[config.mk]
export PLATFORM = sky130hd
export DESIGN_NAME = mwosc_queue
export DESIGN_NICKNAME = d
export VERILOG_FILES = /design/src/mwosc_queue.sv
export SDC_FILE = /design/constraint.sdc
export NUM_CORES = 1
export LEC_CHECK = 0
export BUFFER_PORTS_ARGS = -buffer_cell sky130_fd_sc_hd__buf_2
export CAP_MARGIN = 20
export CORE_MARGIN = 2
export CORE_UTILIZATION = 45
export DETAILED_ROUTE_END_ITERATION = 8
export PLACE_DENSITY_LB_ADDON = 0.1
export SYNTH_ARGS = -nofsm -noshare
export SYNTH_HDL_FRONTEND = slang
export SYNTH_SLANG_ARGS = --single-unit
export TNS_END_PERCENT = 20
[constraint.sdc]
create_clock -name clk -period 3.03 [get_ports clk]
set_input_delay 0.4545 -clock clk [delete_from_list [all_inputs] [get_ports clk]]
set_output_delay 0.4545 -clock clk [all_outputs]
set_load 0.1 [all_outputs]
[src/mwosc_queue.sv]
// Small register queue decoupling the front end from the waveform back end.
module mwosc_queue #(
  parameter int WIDTH = 8,
  parameter int DEPTH = 4
) (
  input  logic             clk,
  input  logic             rst_n,
  input  logic             push,
  input  logic [WIDTH-1:0] wdata,
  output logic             full,
  input  logic             pop,
  output logic [WIDTH-1:0] rdata,
  output logic             empty
);

  localparam int PTR_W = (DEPTH > 1) ? $clog2(DEPTH) : 1;
  localparam int CNT_W = $clog2(DEPTH + 1);

  logic [WIDTH-1:0] mem_r [DEPTH];
  logic [PTR_W-1:0] wr_ptr_r, wr_ptr_nxt;
  logic [PTR_W-1:0] rd_ptr_r, rd_ptr_nxt;
  logic [CNT_W-1:0] count_r, count_nxt;

  assign full  = (count_r == CNT_W'(DEPTH));
  assign empty = (count_r == '0);
  assign rdata = mem_r[rd_ptr_r];

  always_comb begin
    wr_ptr_nxt = wr_ptr_r;
    rd_ptr_nxt = rd_ptr_r;
    count_nxt  = count_r;
    if (push) begin
      wr_ptr_nxt = (wr_ptr_r == PTR_W'(DEPTH - 1)) ? '0 : wr_ptr_r + 1'b1;
    end
    if (pop) begin
      rd_ptr_nxt = (rd_ptr_r == PTR_W'(DEPTH - 1)) ? '0 : rd_ptr_r + 1'b1;
    end
    if (push && !pop) begin
      count_nxt = count_r + 1'b1;
    end else if (pop && !push) begin
      count_nxt = count_r - 1'b1;
    end
  end

  always_ff @(posedge clk) begin
    if (!rst_n) begin
      wr_ptr_r <= '0;
      rd_ptr_r <= '0;
      count_r  <= '0;
    end else begin
      wr_ptr_r <= wr_ptr_nxt;
      rd_ptr_r <= rd_ptr_nxt;
      count_r  <= count_nxt;
    end
  end

  always_ff @(posedge clk) begin
    if (push) begin
      mem_r[wr_ptr_r] <= wdata;
    end
  end

  assert property (@(posedge clk) disable iff (!rst_n) push |-> !full)
    else $error("queue overflow");
  assert property (@(posedge clk) disable iff (!rst_n) pop |-> !empty)
    else $error("queue underflow");

endmodule

# Yosys cells after proc, flatten, opt, wreduce, memory -nomap -nowiden

Memories as Yosys holds them, arrays and structs flattened. A register that Yosys moved wholly into a read port is not among the register bits.
Index checks and enable logic that the tools add are counted.

Bits in registers: 7
Bits in writable memories: 32
Input bits: 12
Output and inout bits: 10
Logic and storage cells: 25
Memories kept: 1

Memory list:

| name  | words | width | read ports | clocked after memory_dff | write ports | line | text |
|---|---|---|---|---|---|---|---|
| mem_r | 4     | 8     | 1          | 1                        | 1           | 19   | `logic [WIDTH-1:0] mem_r [DEPTH];` |

$add $sub $neg: 4
Equal/unequal tests: 3
Muxes and demuxes: 8
Reductions and logical operators: 6

Operators by type and width:

| cell                                                                | count |
|---|---|
| 2-bit two-way mux                                                   | 4 |
| 3-bit two-way mux                                                   | 2 |
| 2-bit by 1-bit adder with 2-bit output (second input constant)      | 2 |
| 2-bit equality test (second input constant)                         | 2 |
| 3-bit by 1-bit adder with 3-bit output (second input constant)      | 1 |
| 3-bit equality test (second input constant)                         | 1 |
| 3-bit logical NOT                                                   | 1 |
| 3-bit by 1-bit subtractor with 3-bit output (second input constant) | 1 |
| 1-bit logical AND                                                   | 2 |
| 1-bit logical NOT                                                   | 2 |
| 1-bit two-way mux                                                   | 2 |
| 2-bit nonzero test                                                  | 1 |

# Depth between registers and ports, before layout

Depth in word-level cells: 4
Depth in mapped cells: 7
Depth with buffers taken out: 7

# Worst setup path before layout

OpenSTA, ideal clock, no wires.

Path type: flip-flop to output port
Start point: reg count_r[0]
End point: out full
Data arrival time: 2.553 ns
Setup slack: 0.023 ns
Cell stages (with the launch flop): 2
Cells stage by stage: dfxtp_1 -> nor3b_1

Cells in the longest elaborated chain, start to end: 1

RTL lines:

| element                | line | text |
|---|---|---|
| start, declared        | 22   | `logic [CNT_W-1:0] count_r, count_nxt;` |
| start signal, assigned | 53   | `count_r <= count_nxt;` |
| 3-bit equality test    | 24   | `assign full = (count_r == CNT_W'(DEPTH));` |
| end, declared          | 10   | `output logic full,` |

Every way passes these cells.

==> impl_results.md <==
* Mapped Cells at 86
* Clk root buf: clkbuf_4
* Die Ht at 63.91 um
* First-pass GRT wire length at 3657 um
* Post-synth EDFFs at 32
* Vias in the first global route at 772
* Most frequent cell after synthesis: edfxtp_1
* Hold Fails Final Rpt at 0
* Initial antenna violation count at 0
* Residual DRC at 0
* Startpoint Class: flip-flop
* GRT overflow at 0
* Worst Reg-to-Reg Cells at 4
* Largest net degree at the start of global routing at 13
* Worst slew pin tran at 0.5795 ns
* Routability Congestion at 0.6814
* Post-Syn Area at 0.001615 mm^2
* Syn Nets at 105
* Final wirelength at 2268 um
* Ys Warns at 0
* # Post-CTS Setup Buffers at 0
* Post-CTS Resized at 0
* Sequential fraction of the synthesis area at 70.64%
* Hold WS at 0.3284 ns
* CP max stage cell: dfxtp_1
* Hold Startpoint: wdata[2]
* Worst path required time at 2.58 ns
* WL per Instance at 14.35 um
* Tcrit/Tclk final at 78.13%
* DRT iter0 DRCs at 25
* Total GRT Usage at ~13%
* WHS Endpoint: mem_r[0][2]
* Arrival time at the worst endpoint at 1.91 ns
* Max Freq at approximately 0.42 GHz
* Rows at 21
* Die W at 63.91 um
* Initial core utilization at 47.66%
* I/O Pins at 22
* Clock Tree Buf Depth at 2
* Hold Path Class: input port to flip-flop
* Synth cell types at 20
* CTS tree: built
* Cts hold-fix bufs at 0
* Post-synth top cells: 32 x edfxtp_1, 9 x dfxtp_1, 8 x mux4_2
* Setup TNS at 0 ns
* Post-route ant nets at 0
* PwrDens at 685.4 mW/mm^2
* P&R area growth vs syn at 13.56%
* Yosys top cell area share at 59.49%
* Hold path cells at 1
* Post-synthesis async set-or-reset flop share at 0%
* CTS H-Tree Depth at 2
* Outcome: completed
* Skew final at 0.006356 ns
* Slack of the worst reg-to-reg path at 1.56 ns
* Crit-path max cell delay at 0.70 ns
* CP max FO at 8
* Seq cells post-synth at 41
* Total core area at 0.003390 mm^2
* Area contributors post-synth: edfxtp_1 59%, dfxtp_1 11%, mux4_2 11%, ha_1 4.6%, mux2i_1 2.5%
* Kind of end point of the critical path: output pin
* Vias per cell at 4.861
* CP delay by family, top: flip-flops
* Placed wire-length estimate at 1557 um
* Routed via count at ~770
* Critical path class: flip-flop to output pin
* Slew margin rel. at 61.31%
* Antenna diodes at 0
* I/O Buffers at 21
* Cell chain of the critical path: mux4_2, buf_2
* Fin. max-slew vios at 0
* Largest area contributor in the netlist: edfxtp_1
* Syn Area/Cell at 18.78 um^2
* Layout cells sized above 1 at about a third
* Leak at 0.6731 nW
* TritonCTS buffer count at 5
* FF-to-FF Start: count_r[0]
* 1st-pass router iterations at 4
* Reg2reg end: count_r[2]
* Tot Pwr at 1.257 mW
* Setup repair after global routing missed its margin: false
* Period minus WS final at 2.367 ns
* Max Cap Viol at 0
* Clock Pin Slew Worst Setup and Hold Paths at 0.11 ns
* Clock Latency Late Sink at around 0.33 ns
* # setup viols final at 0
* Worst VDD drop at just over 400 uV
* Full die area at roughly 0.0041 mm^2
* Dominant synthesized flop cell: edfxtp_1
* Final net count at about 130
* # clock sinks at just over 40
* CP Buf/Inv Count at 1
-- cells in the final DEF, fill, tap and decap left out, drive strengths merged --
cell type / synthesis / routed
a21boi: 1 / 1
or3: 1 / 1
and2: 5 / 5
inv: 4 / 4
fa: 1 / 1
mux2i: 4 / 4
nor2: 1 / 1
mux4: 8 / 8
buf: 1 / 21
o21ai: 1 / 1
nor2b: 5 / 5
edfxtp: 32 / 32
bufinv: 0 / 1
nor3b: 1 / 1
o21a: 1 / 1
nor3: 2 / 2
xnor2: 1 / 1
ha: 6 / 6
xor2: 1 / 1
clkbuf: 1 / 5
clkinv: 0 / 1
dfxtp: 9 / 9
-- layer usage --
| layer | up-vias | share of wire [%] | GRT usage (%) |
|---|---|---|---|
| met5 | - | 0 | 0 |
| li1 | 377 | - | - |
| met3 | 4 | 5.6 | 4.930 |
| met1 | 367 | 46 | 14.70 |
| met4 | 0 | 1.6 | 5.707 |
| met2 | 20 | 47 | 20.44 |
-- layout make-up --
type | instances | area (um^2)
fill | 268 | 1555
sequential | 41 | 1141
multi-input combinational | 39 | 442.9
timing repair buffer | 21 | 105.1
tap | 46 | 57.56
clock buffer | 5 | 37.54
clock inverter | 2 | 35.03
inverter | 4 | 15.01
-- cell families after synthesis --
kind of cell / after synthesis / share of synthesized area, %
AND/OR/NAND/NOR: 15 / 5.577
buffers and inverters: 6 / 1.936
adder cells (fa/ha/maj): 7 / 5.887
AO/OA/AOI/OAI: 3 / 1.239
XOR/XNOR: 2 / 1.085
flip-flops: 41 / 70.64
multiplexers: 12 / 13.63
-- power breakdown --
group	total (mW)	internal, mW	switching [mW]
sequential	0.663	0.639	0.0240
combinational	0.265	0.0650	0.200
clock	0.329	0.168	0.161
total	1.26	0.872	0.385
-- sequential cells by signal (all words and copies together) (netlist names), named ones only --
name      count
rd_ptr_r      2
count_r       3
wr_ptr_r      2
mem_r        32
-- stage by stage --
| step | setup WS [ns] | std cells | utilization [%] | cell area [um^2] |
|---|---|---|---|---|
| floorplan | 0.02271 | 86 | - | 1615 |
| global placement | 1.024 | 151 | 51.97 | 1762 |
| detailed placement | 0.9980 | 151 | 51.97 | 1762 |
| CTS | 0.6168 | 158 | 54.12 | 1834 |
| global route | 0.5317 | 158 | 54.12 | 1834 |
| finish | 0.6626 | 158 | 54.12 | 1834 |
-- worst max path at each step --
stage / start / endpoint / slack [ns] / cells past startpoint
finish: flip-flop / rdata[3] / 0.66 / 2
global route: flip-flop / rdata[3] / 0.53 / 2
CTS: flip-flop / rdata[3] / 0.62 / 2
detailed placement: flip-flop / rdata[3] / 1.0 / 2
global placement: flip-flop / rdata[1] / 1.02 / 2
floorplan: count_r[0] / full / 0.02 / 1
Note: power is estimated with default switching activity, not from simulation.
