$ cat src/mwosc_pkg.sv
// Shared widths, codes, configuration and control types, sine table function for the oscillator.
package mwosc_pkg;

  localparam int RATE_W      = 25;
  localparam int INV_W       = 37;
  localparam int INV_LO_W    = 19;
  localparam int INV_HI_W    = INV_W - INV_LO_W;
  localparam int MAG_W       = RATE_W + INV_W;
  localparam int INC_POINT   = 48;
  localparam int PHASE_IN_W  = 32;
  localparam int PHASE_MAX_W = 48;
  localparam int LEVEL_W     = 16;
  localparam int SAMPLE_W    = 16;
  localparam int LFSR_W      = 32;
  localparam int CFG_IDX_W   = 3;
  localparam int CFG_DATA_W  = 37;
  localparam int QUEUE_DEPTH = 4;

  localparam logic [LFSR_W-1:0] LFSR_SEED = 32'h0000_ACE1;
  localparam logic [LFSR_W-1:0] LFSR_TAPS = 32'h8020_0003;

  localparam logic signed [SAMPLE_W-1:0] SAMPLE_MAX = 16'sh7fff;
  localparam logic signed [SAMPLE_W-1:0] SAMPLE_MIN = -16'sh8000;

  localparam logic [63:0] HALF_PI_Q30 = 64'd1686629713;
  localparam logic [63:0] Q30_ONE     = 64'd1 << 30;

  typedef enum logic [2:0] {
    SHAPE_SINE      = 3'd0,
    SHAPE_SQUARE    = 3'd1,
    SHAPE_SAW_UP    = 3'd2,
    SHAPE_SAW_DOWN  = 3'd3,
    SHAPE_TRIANGLE  = 3'd4,
    SHAPE_IMPULSE   = 3'd5,
    SHAPE_NOISE     = 3'd6,
    SHAPE_DC        = 3'd7
  } shape_t;

  typedef enum logic [1:0] {
    MODE_CONST    = 2'd0,
    MODE_RATE_IN  = 2'd1,
    MODE_PHASE_IN = 2'd2
  } mode_t;

  typedef enum logic [CFG_IDX_W-1:0] {
    CFG_WAVE_SHAPE      = 3'd0,
    CFG_DRIVE_MODE      = 3'd1,
    CFG_PEAK_LEVEL      = 3'd2,
    CFG_CONST_RATE_HZ   = 3'd3,
    CFG_INV_SAMPLE_RATE = 3'd4,
    CFG_START_PHASE     = 3'd5
  } cfg_idx_t;

  typedef struct packed {
    logic [2:0]                wave_shape;
    logic [1:0]                drive_mode;
    logic signed [LEVEL_W-1:0] peak_level;
    logic signed [RATE_W-1:0]  const_rate_hz;
    logic [INV_W-1:0]          inv_sample_rate;
    logic [PHASE_IN_W-1:0]     start_phase;
  } mwosc_cfg_t;

  localparam mwosc_cfg_t CFG_RESET = '{
    wave_shape:      SHAPE_SINE,
    drive_mode:      MODE_CONST,
    peak_level:      16'sd32767,
    const_rate_hz:   25'sd256,
    inv_sample_rate: 37'd23900098,
    start_phase:     32'd0
  };

  typedef struct packed {
    logic restart;
    logic block_last;
    logic phase_mode;
    logic rate_neg;
    logic inc_carry;
  } mwosc_ctrl_t;

  localparam int CTRL_W = $bits(mwosc_ctrl_t);

  function automatic logic [SAMPLE_W-1:0] sine_entry(input int unsigned k,
                                                     input int unsigned qbits);
    logic [63:0] q;
    logic [63:0] x;
    logic [63:0] x2;
    logic [63:0] t;
    logic [63:0] s;
    logic [63:0] e;
    q  = 64'(k) << (28 - qbits);
    x  = (q * HALF_PI_Q30) >> 28;
    x2 = (x * x) >> 30;
    t  = Q30_ONE;
    t  = Q30_ONE - ((x2 * t) >> 30) / 110;
    t  = Q30_ONE - ((x2 * t) >> 30) / 72;
    t  = Q30_ONE - ((x2 * t) >> 30) / 42;
    t  = Q30_ONE - ((x2 * t) >> 30) / 20;
    t  = Q30_ONE - ((x2 * t) >> 30) / 6;
    s  = (x * t) >> 30;
    e  = (s * 64'd32768 + (64'd1 << 29)) >> 30;
    if (e > 64'd32768) begin
      e = 64'd32768;
    end
    return e[SAMPLE_W-1:0];
  endfunction

endpackage

$ cat src/mwosc_in_if.sv
// Input sample-request channel: valid/ready with rate, phase, restart and block marker.
interface mwosc_in_if import mwosc_pkg::*; ();
  logic                     valid;
  logic                     ready;
  logic signed [RATE_W-1:0] rate_in;
  logic [PHASE_IN_W-1:0]    phase_in;
  logic                     restart;
  logic                     block_last;

  modport source(output valid, rate_in, phase_in, restart, block_last, input ready);
  modport sink(input valid, rate_in, phase_in, restart, block_last, output ready);
endinterface

$ cat src/mwosc_front.sv
// Front end: accepts beats, resolves drive mode, aligns phase, computes the phase increment.
module mwosc_front import mwosc_pkg::*; #(
  parameter int PHASE_BITS = 32
) (
  input  logic                  clk,
  input  logic                  rst_n,
  mwosc_in_if.sink              in_ch,
  input  mwosc_cfg_t            cfg,
  input  logic                  q_full,
  output logic                  push,
  output mwosc_ctrl_t           push_ctrl,
  output logic [PHASE_BITS-1:0] push_phase,
  output logic [PHASE_BITS-1:0] push_inc
);

  localparam int LO_W = RATE_W + INV_LO_W;
  localparam int HI_W = RATE_W + INV_HI_W;

  logic                     adv;
  logic                     accept;
  logic signed [RATE_W-1:0] rate_sel;
  logic [RATE_W-1:0]        rate_mag;
  logic [PHASE_MAX_W-1:0]   ph_wide;
  logic [MAG_W-1:0]         full_mag;
  mwosc_ctrl_t              in_ctrl;

  logic                  s1_valid_r, s1_valid_nxt;
  mwosc_ctrl_t           s1_ctrl_r, s1_ctrl_nxt;
  logic [RATE_W-1:0]     s1_mag_r, s1_mag_nxt;
  logic [PHASE_BITS-1:0] s1_phase_r, s1_phase_nxt;

  logic                  s2_valid_r, s2_valid_nxt;
  mwosc_ctrl_t           s2_ctrl_r, s2_ctrl_nxt;
  logic [LO_W-1:0]       s2_lo_r, s2_lo_nxt;
  logic [HI_W-1:0]       s2_hi_r, s2_hi_nxt;
  logic [PHASE_BITS-1:0] s2_phase_r, s2_phase_nxt;

  assign adv         = !(s2_valid_r && q_full);
  assign in_ch.ready = adv;
  assign accept      = in_ch.valid && adv;

  always_comb begin
    rate_sel = (cfg.drive_mode == MODE_RATE_IN) ? in_ch.rate_in : cfg.const_rate_hz;
    rate_mag = rate_sel[RATE_W-1] ? RATE_W'(~rate_sel + 1'b1) : rate_sel;
    ph_wide  = {in_ch.phase_in, (PHASE_MAX_W - PHASE_IN_W)'(0)};
    in_ctrl.restart    = in_ch.restart;
    in_ctrl.block_last = in_ch.block_last;
    in_ctrl.phase_mode = (cfg.drive_mode == MODE_PHASE_IN);
    in_ctrl.rate_neg   = rate_sel[RATE_W-1];
    in_ctrl.inc_carry  = 1'b0;
  end

  always_comb begin
    s1_valid_nxt = s1_valid_r;
    s1_ctrl_nxt  = s1_ctrl_r;
    s1_mag_nxt   = s1_mag_r;
    s1_phase_nxt = s1_phase_r;
    s2_valid_nxt = s2_valid_r;
    s2_ctrl_nxt  = s2_ctrl_r;
    s2_lo_nxt    = s2_lo_r;
    s2_hi_nxt    = s2_hi_r;
    s2_phase_nxt = s2_phase_r;
    if (adv) begin
      s1_valid_nxt = accept;
      s1_ctrl_nxt  = in_ctrl;
      s1_mag_nxt   = rate_mag;
      s1_phase_nxt = ph_wide[PHASE_MAX_W-1 -: PHASE_BITS];
      s2_valid_nxt = s1_valid_r;
      s2_ctrl_nxt  = s1_ctrl_r;
      s2_lo_nxt    = LO_W'(s1_mag_r) * LO_W'(cfg.inv_sample_rate[INV_LO_W-1:0]);
      s2_hi_nxt    = HI_W'(s1_mag_r) * HI_W'(cfg.inv_sample_rate[INV_W-1:INV_LO_W]);
      s2_phase_nxt = s1_phase_r;
    end
  end

  always_ff @(posedge clk) begin
    if (!rst_n) begin
      s1_valid_r <= 1'b0;
      s2_valid_r <= 1'b0;
    end else begin
      s1_valid_r <= s1_valid_nxt;
      s2_valid_r <= s2_valid_nxt;
    end
  end

  always_ff @(posedge clk) begin
    s1_ctrl_r  <= s1_ctrl_nxt;
    s1_mag_r   <= s1_mag_nxt;
    s1_phase_r <= s1_phase_nxt;
    s2_ctrl_r  <= s2_ctrl_nxt;
    s2_lo_r    <= s2_lo_nxt;
    s2_hi_r    <= s2_hi_nxt;
    s2_phase_r <= s2_phase_nxt;
  end

  always_comb begin
    full_mag   = (MAG_W'(s2_hi_r) << INV_LO_W) + MAG_W'(s2_lo_r);
    push       = s2_valid_r && !q_full;
    push_ctrl  = s2_ctrl_r;
    push_ctrl.inc_carry = |full_mag[MAG_W-1:INC_POINT];
    push_phase = s2_phase_r;
    push_inc   = full_mag[INC_POINT-1 -: PHASE_BITS];
  end

endmodule

$ cat src/flat_wrapper.sv
// flat-port wrapper written by rule: the top's interface ports become plain ports
module mwosc_front_flat import mwosc_pkg::*;
#(
  parameter int PHASE_BITS = 32
)
  (clk, rst_n, cfg, q_full, push, push_ctrl, push_phase, push_inc, in_ch_valid, in_ch_rate_in, in_ch_phase_in, in_ch_restart, in_ch_block_last, in_ch_ready);
  mwosc_in_if in_ch_i ();
  input  logic clk;
  input  logic rst_n;
  input  mwosc_cfg_t cfg;
  input  logic q_full;
  output logic push;
  output mwosc_ctrl_t push_ctrl;
  output logic [PHASE_BITS-1:0] push_phase;
  output logic [PHASE_BITS-1:0] push_inc;
  input wire logic [$bits(in_ch_i.valid)-1:0] in_ch_valid;
  input wire logic [$bits(in_ch_i.rate_in)-1:0] in_ch_rate_in;
  input wire logic [$bits(in_ch_i.phase_in)-1:0] in_ch_phase_in;
  input wire logic [$bits(in_ch_i.restart)-1:0] in_ch_restart;
  input wire logic [$bits(in_ch_i.block_last)-1:0] in_ch_block_last;
  output wire logic [$bits(in_ch_i.ready)-1:0] in_ch_ready;
  assign in_ch_i.valid = in_ch_valid;
  assign in_ch_i.rate_in = in_ch_rate_in;
  assign in_ch_i.phase_in = in_ch_phase_in;
  assign in_ch_i.restart = in_ch_restart;
  assign in_ch_i.block_last = in_ch_block_last;
  assign in_ch_ready = in_ch_i.ready;
  mwosc_front #(.PHASE_BITS(PHASE_BITS)) u_core (.clk(clk), .rst_n(rst_n), .in_ch(in_ch_i), .cfg(cfg), .q_full(q_full), .push(push), .push_ctrl(push_ctrl), .push_phase(push_phase), .push_inc(push_inc));
endmodule
$ cat config.mk
export PLATFORM = sky130hd
export DESIGN_NAME = mwosc_front_flat
export DESIGN_NICKNAME = d
export VERILOG_FILES = /design/src/mwosc_pkg.sv /design/src/mwosc_in_if.sv /design/src/mwosc_front.sv /design/src/flat_wrapper.sv
export SDC_FILE = /design/constraint.sdc
export NUM_CORES = 2
export LEC_CHECK = 0
export BUFFER_PORTS_ARGS = -buffer_cell sky130_fd_sc_hd__buf_2
export CAP_MARGIN = 20
export CORE_MARGIN = 2
export CORE_UTILIZATION = 40
export CTS_CLUSTER_SIZE = 30
export DETAILED_ROUTE_END_ITERATION = 6
export PLACE_DENSITY_LB_ADDON = 0.25
export SKIP_LAST_GASP = 1
export SLEW_MARGIN = 20
export SYNTH_ARGS = -nofsm -noshare
export SYNTH_HDL_FRONTEND = slang
export SYNTH_SLANG_ARGS = --single-unit
$ cat constraint.sdc
create_clock -name clk -period 11.45 [get_ports clk]
set_input_delay 2.29 -clock clk [delete_from_list [all_inputs] [get_ports clk]]
set_output_delay 2.29 -clock clk [all_outputs]
set_load 0.01 [all_outputs]
# Word-level counts from Yosys, hierarchy flattened
# Cells that the tools add are included.
totals:
  reg_bits: 186
  in_bits: 178
  out_inout_bits: 71
op_classes:
  addsub: 2
  n_mul: 2
  n_eq_ne: 2
  mux: 2
  bitwise_logic: 1
  n_reduce_logical: 6
op_table:
  columns: ["operator", "n"]
  rows:
  - ["$add A62 B44 Y62", 1]
  - ["$mul A25 B19 Y44", 1]
  - ["$mul A25 B18 Y43", 1]
  - ["$add A25 B1 Y25 const B", 1]
  - ["$mux W25", 1]
  - ["$not A25 Y25", 1]
  - ["$mux W24", 1]
  - ["$reduce_or A14 Y1", 1]
  - ["$logic_and A1 B1 Y1", 3]
  - ["$eq A2 B1 Y1 const B", 1]
  - ["$eq A2 B2 Y1 const B", 1]
  - ["$logic_not A1 Y1", 2]

# Longest topological paths before layout
logic_depth:
  word_depth: 5
  ltp_mapped: 26
  ltp_nobuf: 24

# Worst setup path before layout
# OpenSTA, ideal clock, no wires.
synth_timing:
  path_kind: "input-to-reg"
  start: "input cfg[60] (netlist bit)"
  end: "register u_core.s2_hi_r[42], data pin"
  setup_ps: 259
  arrival_ps: 8282
  t_required_ps: 11191
  setup_slack_ps: 2909
  cell_stages: 23
  cell_sequence: "clkbuf_1 -> clkbuf_1 -> nand2_1 -> fa_1 -> inv_1 -> fa_1 -> fa_1 -> fa_1 -> fa_1 -> inv_1 -> fa_1 -> inv_1 -> ha_1 -> a211oi_1 -> o21bai_1 -> o2111a_1 -> and3_1 -> a221oi_1 -> o211ai_1 -> a221oi_1 -> o21ai_0 -> a21oi_1 -> xnor2_1"
synth_via:
  elab_chain_len: 1
synth_rtl:
  columns: ["element", "line", "rtl"]
  rows:
  - ["start: declaration", "flat_wrapper.sv:10", "input mwosc_cfg_t cfg;"]
  - ["$mul A25 B18 Y43", "mwosc_front.sv:71", "s2_hi_nxt = HI_W'(s1_mag_r) * HI_W'(cfg.inv_sample_rate[INV_W-1:INV_LO_W]);"]
  - ["end signal: assignment", "mwosc_front.sv:92", "s2_hi_r <= s2_hi_nxt;"]
  - ["end: declaration", "mwosc_front.sv:35", "logic [HI_W-1:0] s2_hi_r, s2_hi_nxt;"]
# No other way between the ends.
# A chain may end at the register's enable or synchronous reset.

# Worst setup path in the final report
layout_timing:
  start: "input cfg[42] (netlist bit)"
  end: "register u_core.s2_lo_r[37], data pin"
layout_via:
  elab_chain_len: 1
layout_rtl:
  columns: ["element", "line", "rtl"]
  rows:
  - ["$mul A25 B19 Y44", "mwosc_front.sv:70", "s2_lo_nxt = LO_W'(s1_mag_r) * LO_W'(cfg.inv_sample_rate[INV_LO_W-1:0]);"]
  - ["end signal: assignment", "mwosc_front.sv:91", "s2_lo_r <= s2_lo_nxt;"]
  - ["end: declaration", "mwosc_front.sv:34", "logic [LO_W-1:0] s2_lo_r, s2_lo_nxt;"]
# No other way between the ends.

==> impl_metrics.yaml <==
timing:
  setup_violations: 0
  slew_headroom_pct: 23.1
  skew_ns: 0.0254
  rsz0062_at_grt: "false"
  clock.fmax_ghz: 0.110
  timing.setup.tns_ns: 0
  finalCritPeriodShare_pct: 79.2
  worstMarginPinSlew_ns: 1.15
  hold_viol: 0
  fin_crit_ns: 9.07
  slew_violations: 0
grt:
  grt_pass1_vias: 28027
  grt.total_usage_pct: 20.3
  grt_max_degree: 72
  gr-total-overflow: 0
  grt_pass1_wl_mm: 152
  grt_use_met1_pct: 27.9
  top_usage_layer: "met2"
  grt.met3_usage_pct: 2.60
  antenna_found_initial: 7
  grtUsageMet2_pct: 33.9
clocking:
  cts_num_sinks: 170
  cts_tree: "yes"
  cts_resized: 0
  cts_post_setup_buffers_inserted: 0
  htree_levels: 4
  cts-root-buf: "clkbuf_16"
  clk_latency_ns: 0.50
  cts_hold_buf: 0
  clk_pin_slew_worst_paths_ns: 0.08
  cts_buffers: 17
  cts_buffer_depth: 2
setup_path:
  r2r-start: "u_core.s1_mag_r[13]"
  path_max_fanout: 25
  startpoint_type: "input pin"
  cp-end-kind: "flop"
  worstReg2RegEnd: "u_core.s2_lo_r[37]"
  r2r_slack_ns: 3.33
  critical_path_required_ns: 11.67
  path_class: "input pin to flop"
  worstPathArrival_ns: 9.29
  reg2reg_depth: 21
route:
  drt_first_pass_iters: 6
  drc: 0
  num_vias: 26903
  drt_wl_total_mm: 93.2
  vias_per_cell: 5.02
  drtIter0Drc: 1524
  final_antenna_net_count: 0
  post_drt_wl_per_cell_um: 17.4
floorplan:
  die_h_um: 310
  rows: 112
  num_io_pins: 249
  die-area_um2: 96000
  die_w_um: 310
  coreArea_um2: 93000
  initial_core_util_pct: 40.2
logic_synthesis:
  yosysTopAreaCell: "fa_1"
  synth_seq_cells: 170
  synthTopCellsByArea: "fa_1, edfxtp_1, inv_1, ha_1, and2_1"
  yosysSeqAreaShare_pct: 13.6
  syn_avg_cell_area_um2: 9.23
  yosysUniqueCellTypes: 84
  netlist_area_um2: 37400
  synth_warnings: 0
  synth.top_cell.area_share_pct: 40.6
  ys_async_sr_fraction_pct: 0
  ys.flop_type: "edfxtp_1"
  synthCells: 4056
  synth-edff-count: 168
  syn_nets: 5260
min_path:
  min-delay-start: "u_core.s1_phase_r[29]"
  hold_path_depth: 0
  hold_end: "u_core.push_phase[29]"
  min_path_type: "flop to flop"
finish:
  fin_nets: 5297
  final_cell_mix: "inv_1, fa_1, nand2_1, and2_1, ha_1"
  drive_gt1_share_pct: 6.82
  layout_commonest_cell: "inv_1"
  syn2layout_area_growth_pct: 7.01
job:
  maxCapViolCount: 0
outcome:
  run_status: "finished clean"
placement:
  gp_congestion: 0.876
  dp_hpwl_mm: 71.7
  io_buffers: 197
## synth_stat cells, drive strengths merged (15+ instances only)
master  instances
nor3           42
xor2           44
edfxtp        168
nor2b          18
o21ai          58
nand2         601
nor2           71
nand4          26
inv           966
clkbuf        193
xnor2          68
a21oi          88
ha            268
a21o           42
mux2i          27
o21a           15
fa            758
nand3          32
and2          399
## worst max-delay path: stages
cell and delay (ns):
buf_2 0.52, nand2_1 0.20, fa_1 0.59, inv_1 0.06
fa_1 0.50, fa_1 0.57, fa_1 0.43, fa_1 0.49
inv_1 0.05, fa_1 0.50, inv_1 0.05, ha_1 0.41
nand3_1 0.14, or2_2 0.31, nor4_1 0.42, o221ai_1 0.41
a21oi_1 0.29, a2111oi_0 0.14, nor2_1 0.23, a21oi_1 0.12
xnor2_1 0.52
## sequential cells by signal, summed over array words and instances (netlist names)
name and cells:
u_core.s1_valid_r 1, u_core.push_ctrl 4, u_core.s1_mag_r 25, u_core.s2_lo_r 28, u_core.s1_phase_r 32, u_core.s1_ctrl_r 4
u_core.s2_hi_r 43, u_core.s2_valid_r 1, u_core.push_phase 32
## final cells by class
cell class	count	area, um2
repair buffers	225	1200
clock inverters	15	219
well taps	1254	1570
inverters	966	3630
flip-flops and latches	170	5080
clock buffers	17	425
fillers	9396	53000
diodes	2	5.00
multi-input cells	2713	27900
## cells by family (layout without fill, tap and decap cells)
kind of cell	count (synthesis)	count (layout)	share of synthesized area, %
adders and majority gates	1026	1026	49.5
buffers and inverters	1173	1223	11.9
xor gates and xnor gates	112	112	2.62
other	0	2	0
AOI/OAI and AO/OA	302	302	5.44
and+or+nand+nor	1245	1245	16.2
muxes	28	28	0.752
DFF	170	170	13.6
## through the flow
step / setup slack, ns / cell area, um2 / utilization, % / hold WS [ns] / cells
2_1_floorplan: 2.91 / 37400 / - / 0.400 / 4056
3_3_place_gp: 1.82 / 39400 / 42.3 / 0.401 / 5328
3_5_place_dp: 1.80 / 39400 / 42.3 / 0.405 / 5328
4_1_cts: 2.36 / 40000 / 43.0 / 0.420 / 5360
5_1_grt: 1.96 / 40000 / 43.0 / 0.420 / 5361
6_report: 2.38 / 40000 / 43.0 / 0.420 / 5362
## layer usage
| layer | vias up | wire length [um] |
|---|---|---|
| li1 | 12212 | - |
| met1 | 14004 | 41700 |
| met2 | 586 | 45500 |
| met3 | 91 | 4260 |
| met4 | 10 | 1740 |
| met5 | - | 58 |
## how the worst max path moves through the flow
stage	depth (start not counted)	from	end
3_5_place_dp	21	cfg[42]	u_core.s2_lo_r[37]
3_3_place_gp	22	cfg[43]	u_core.s2_lo_r[37]
4_1_cts	21	cfg[42]	u_core.s2_lo_r[37]
5_1_grt	24	cfg[54]	u_core.s2_hi_r[42]
2_1_floorplan	23	cfg[60]	u_core.s2_hi_r[42]
6_report	21	cfg[42]	u_core.s2_lo_r[37]
Power is not shown: default switching activity piles up to over one toggle a cycle in this logic, so the estimate is an artifact.
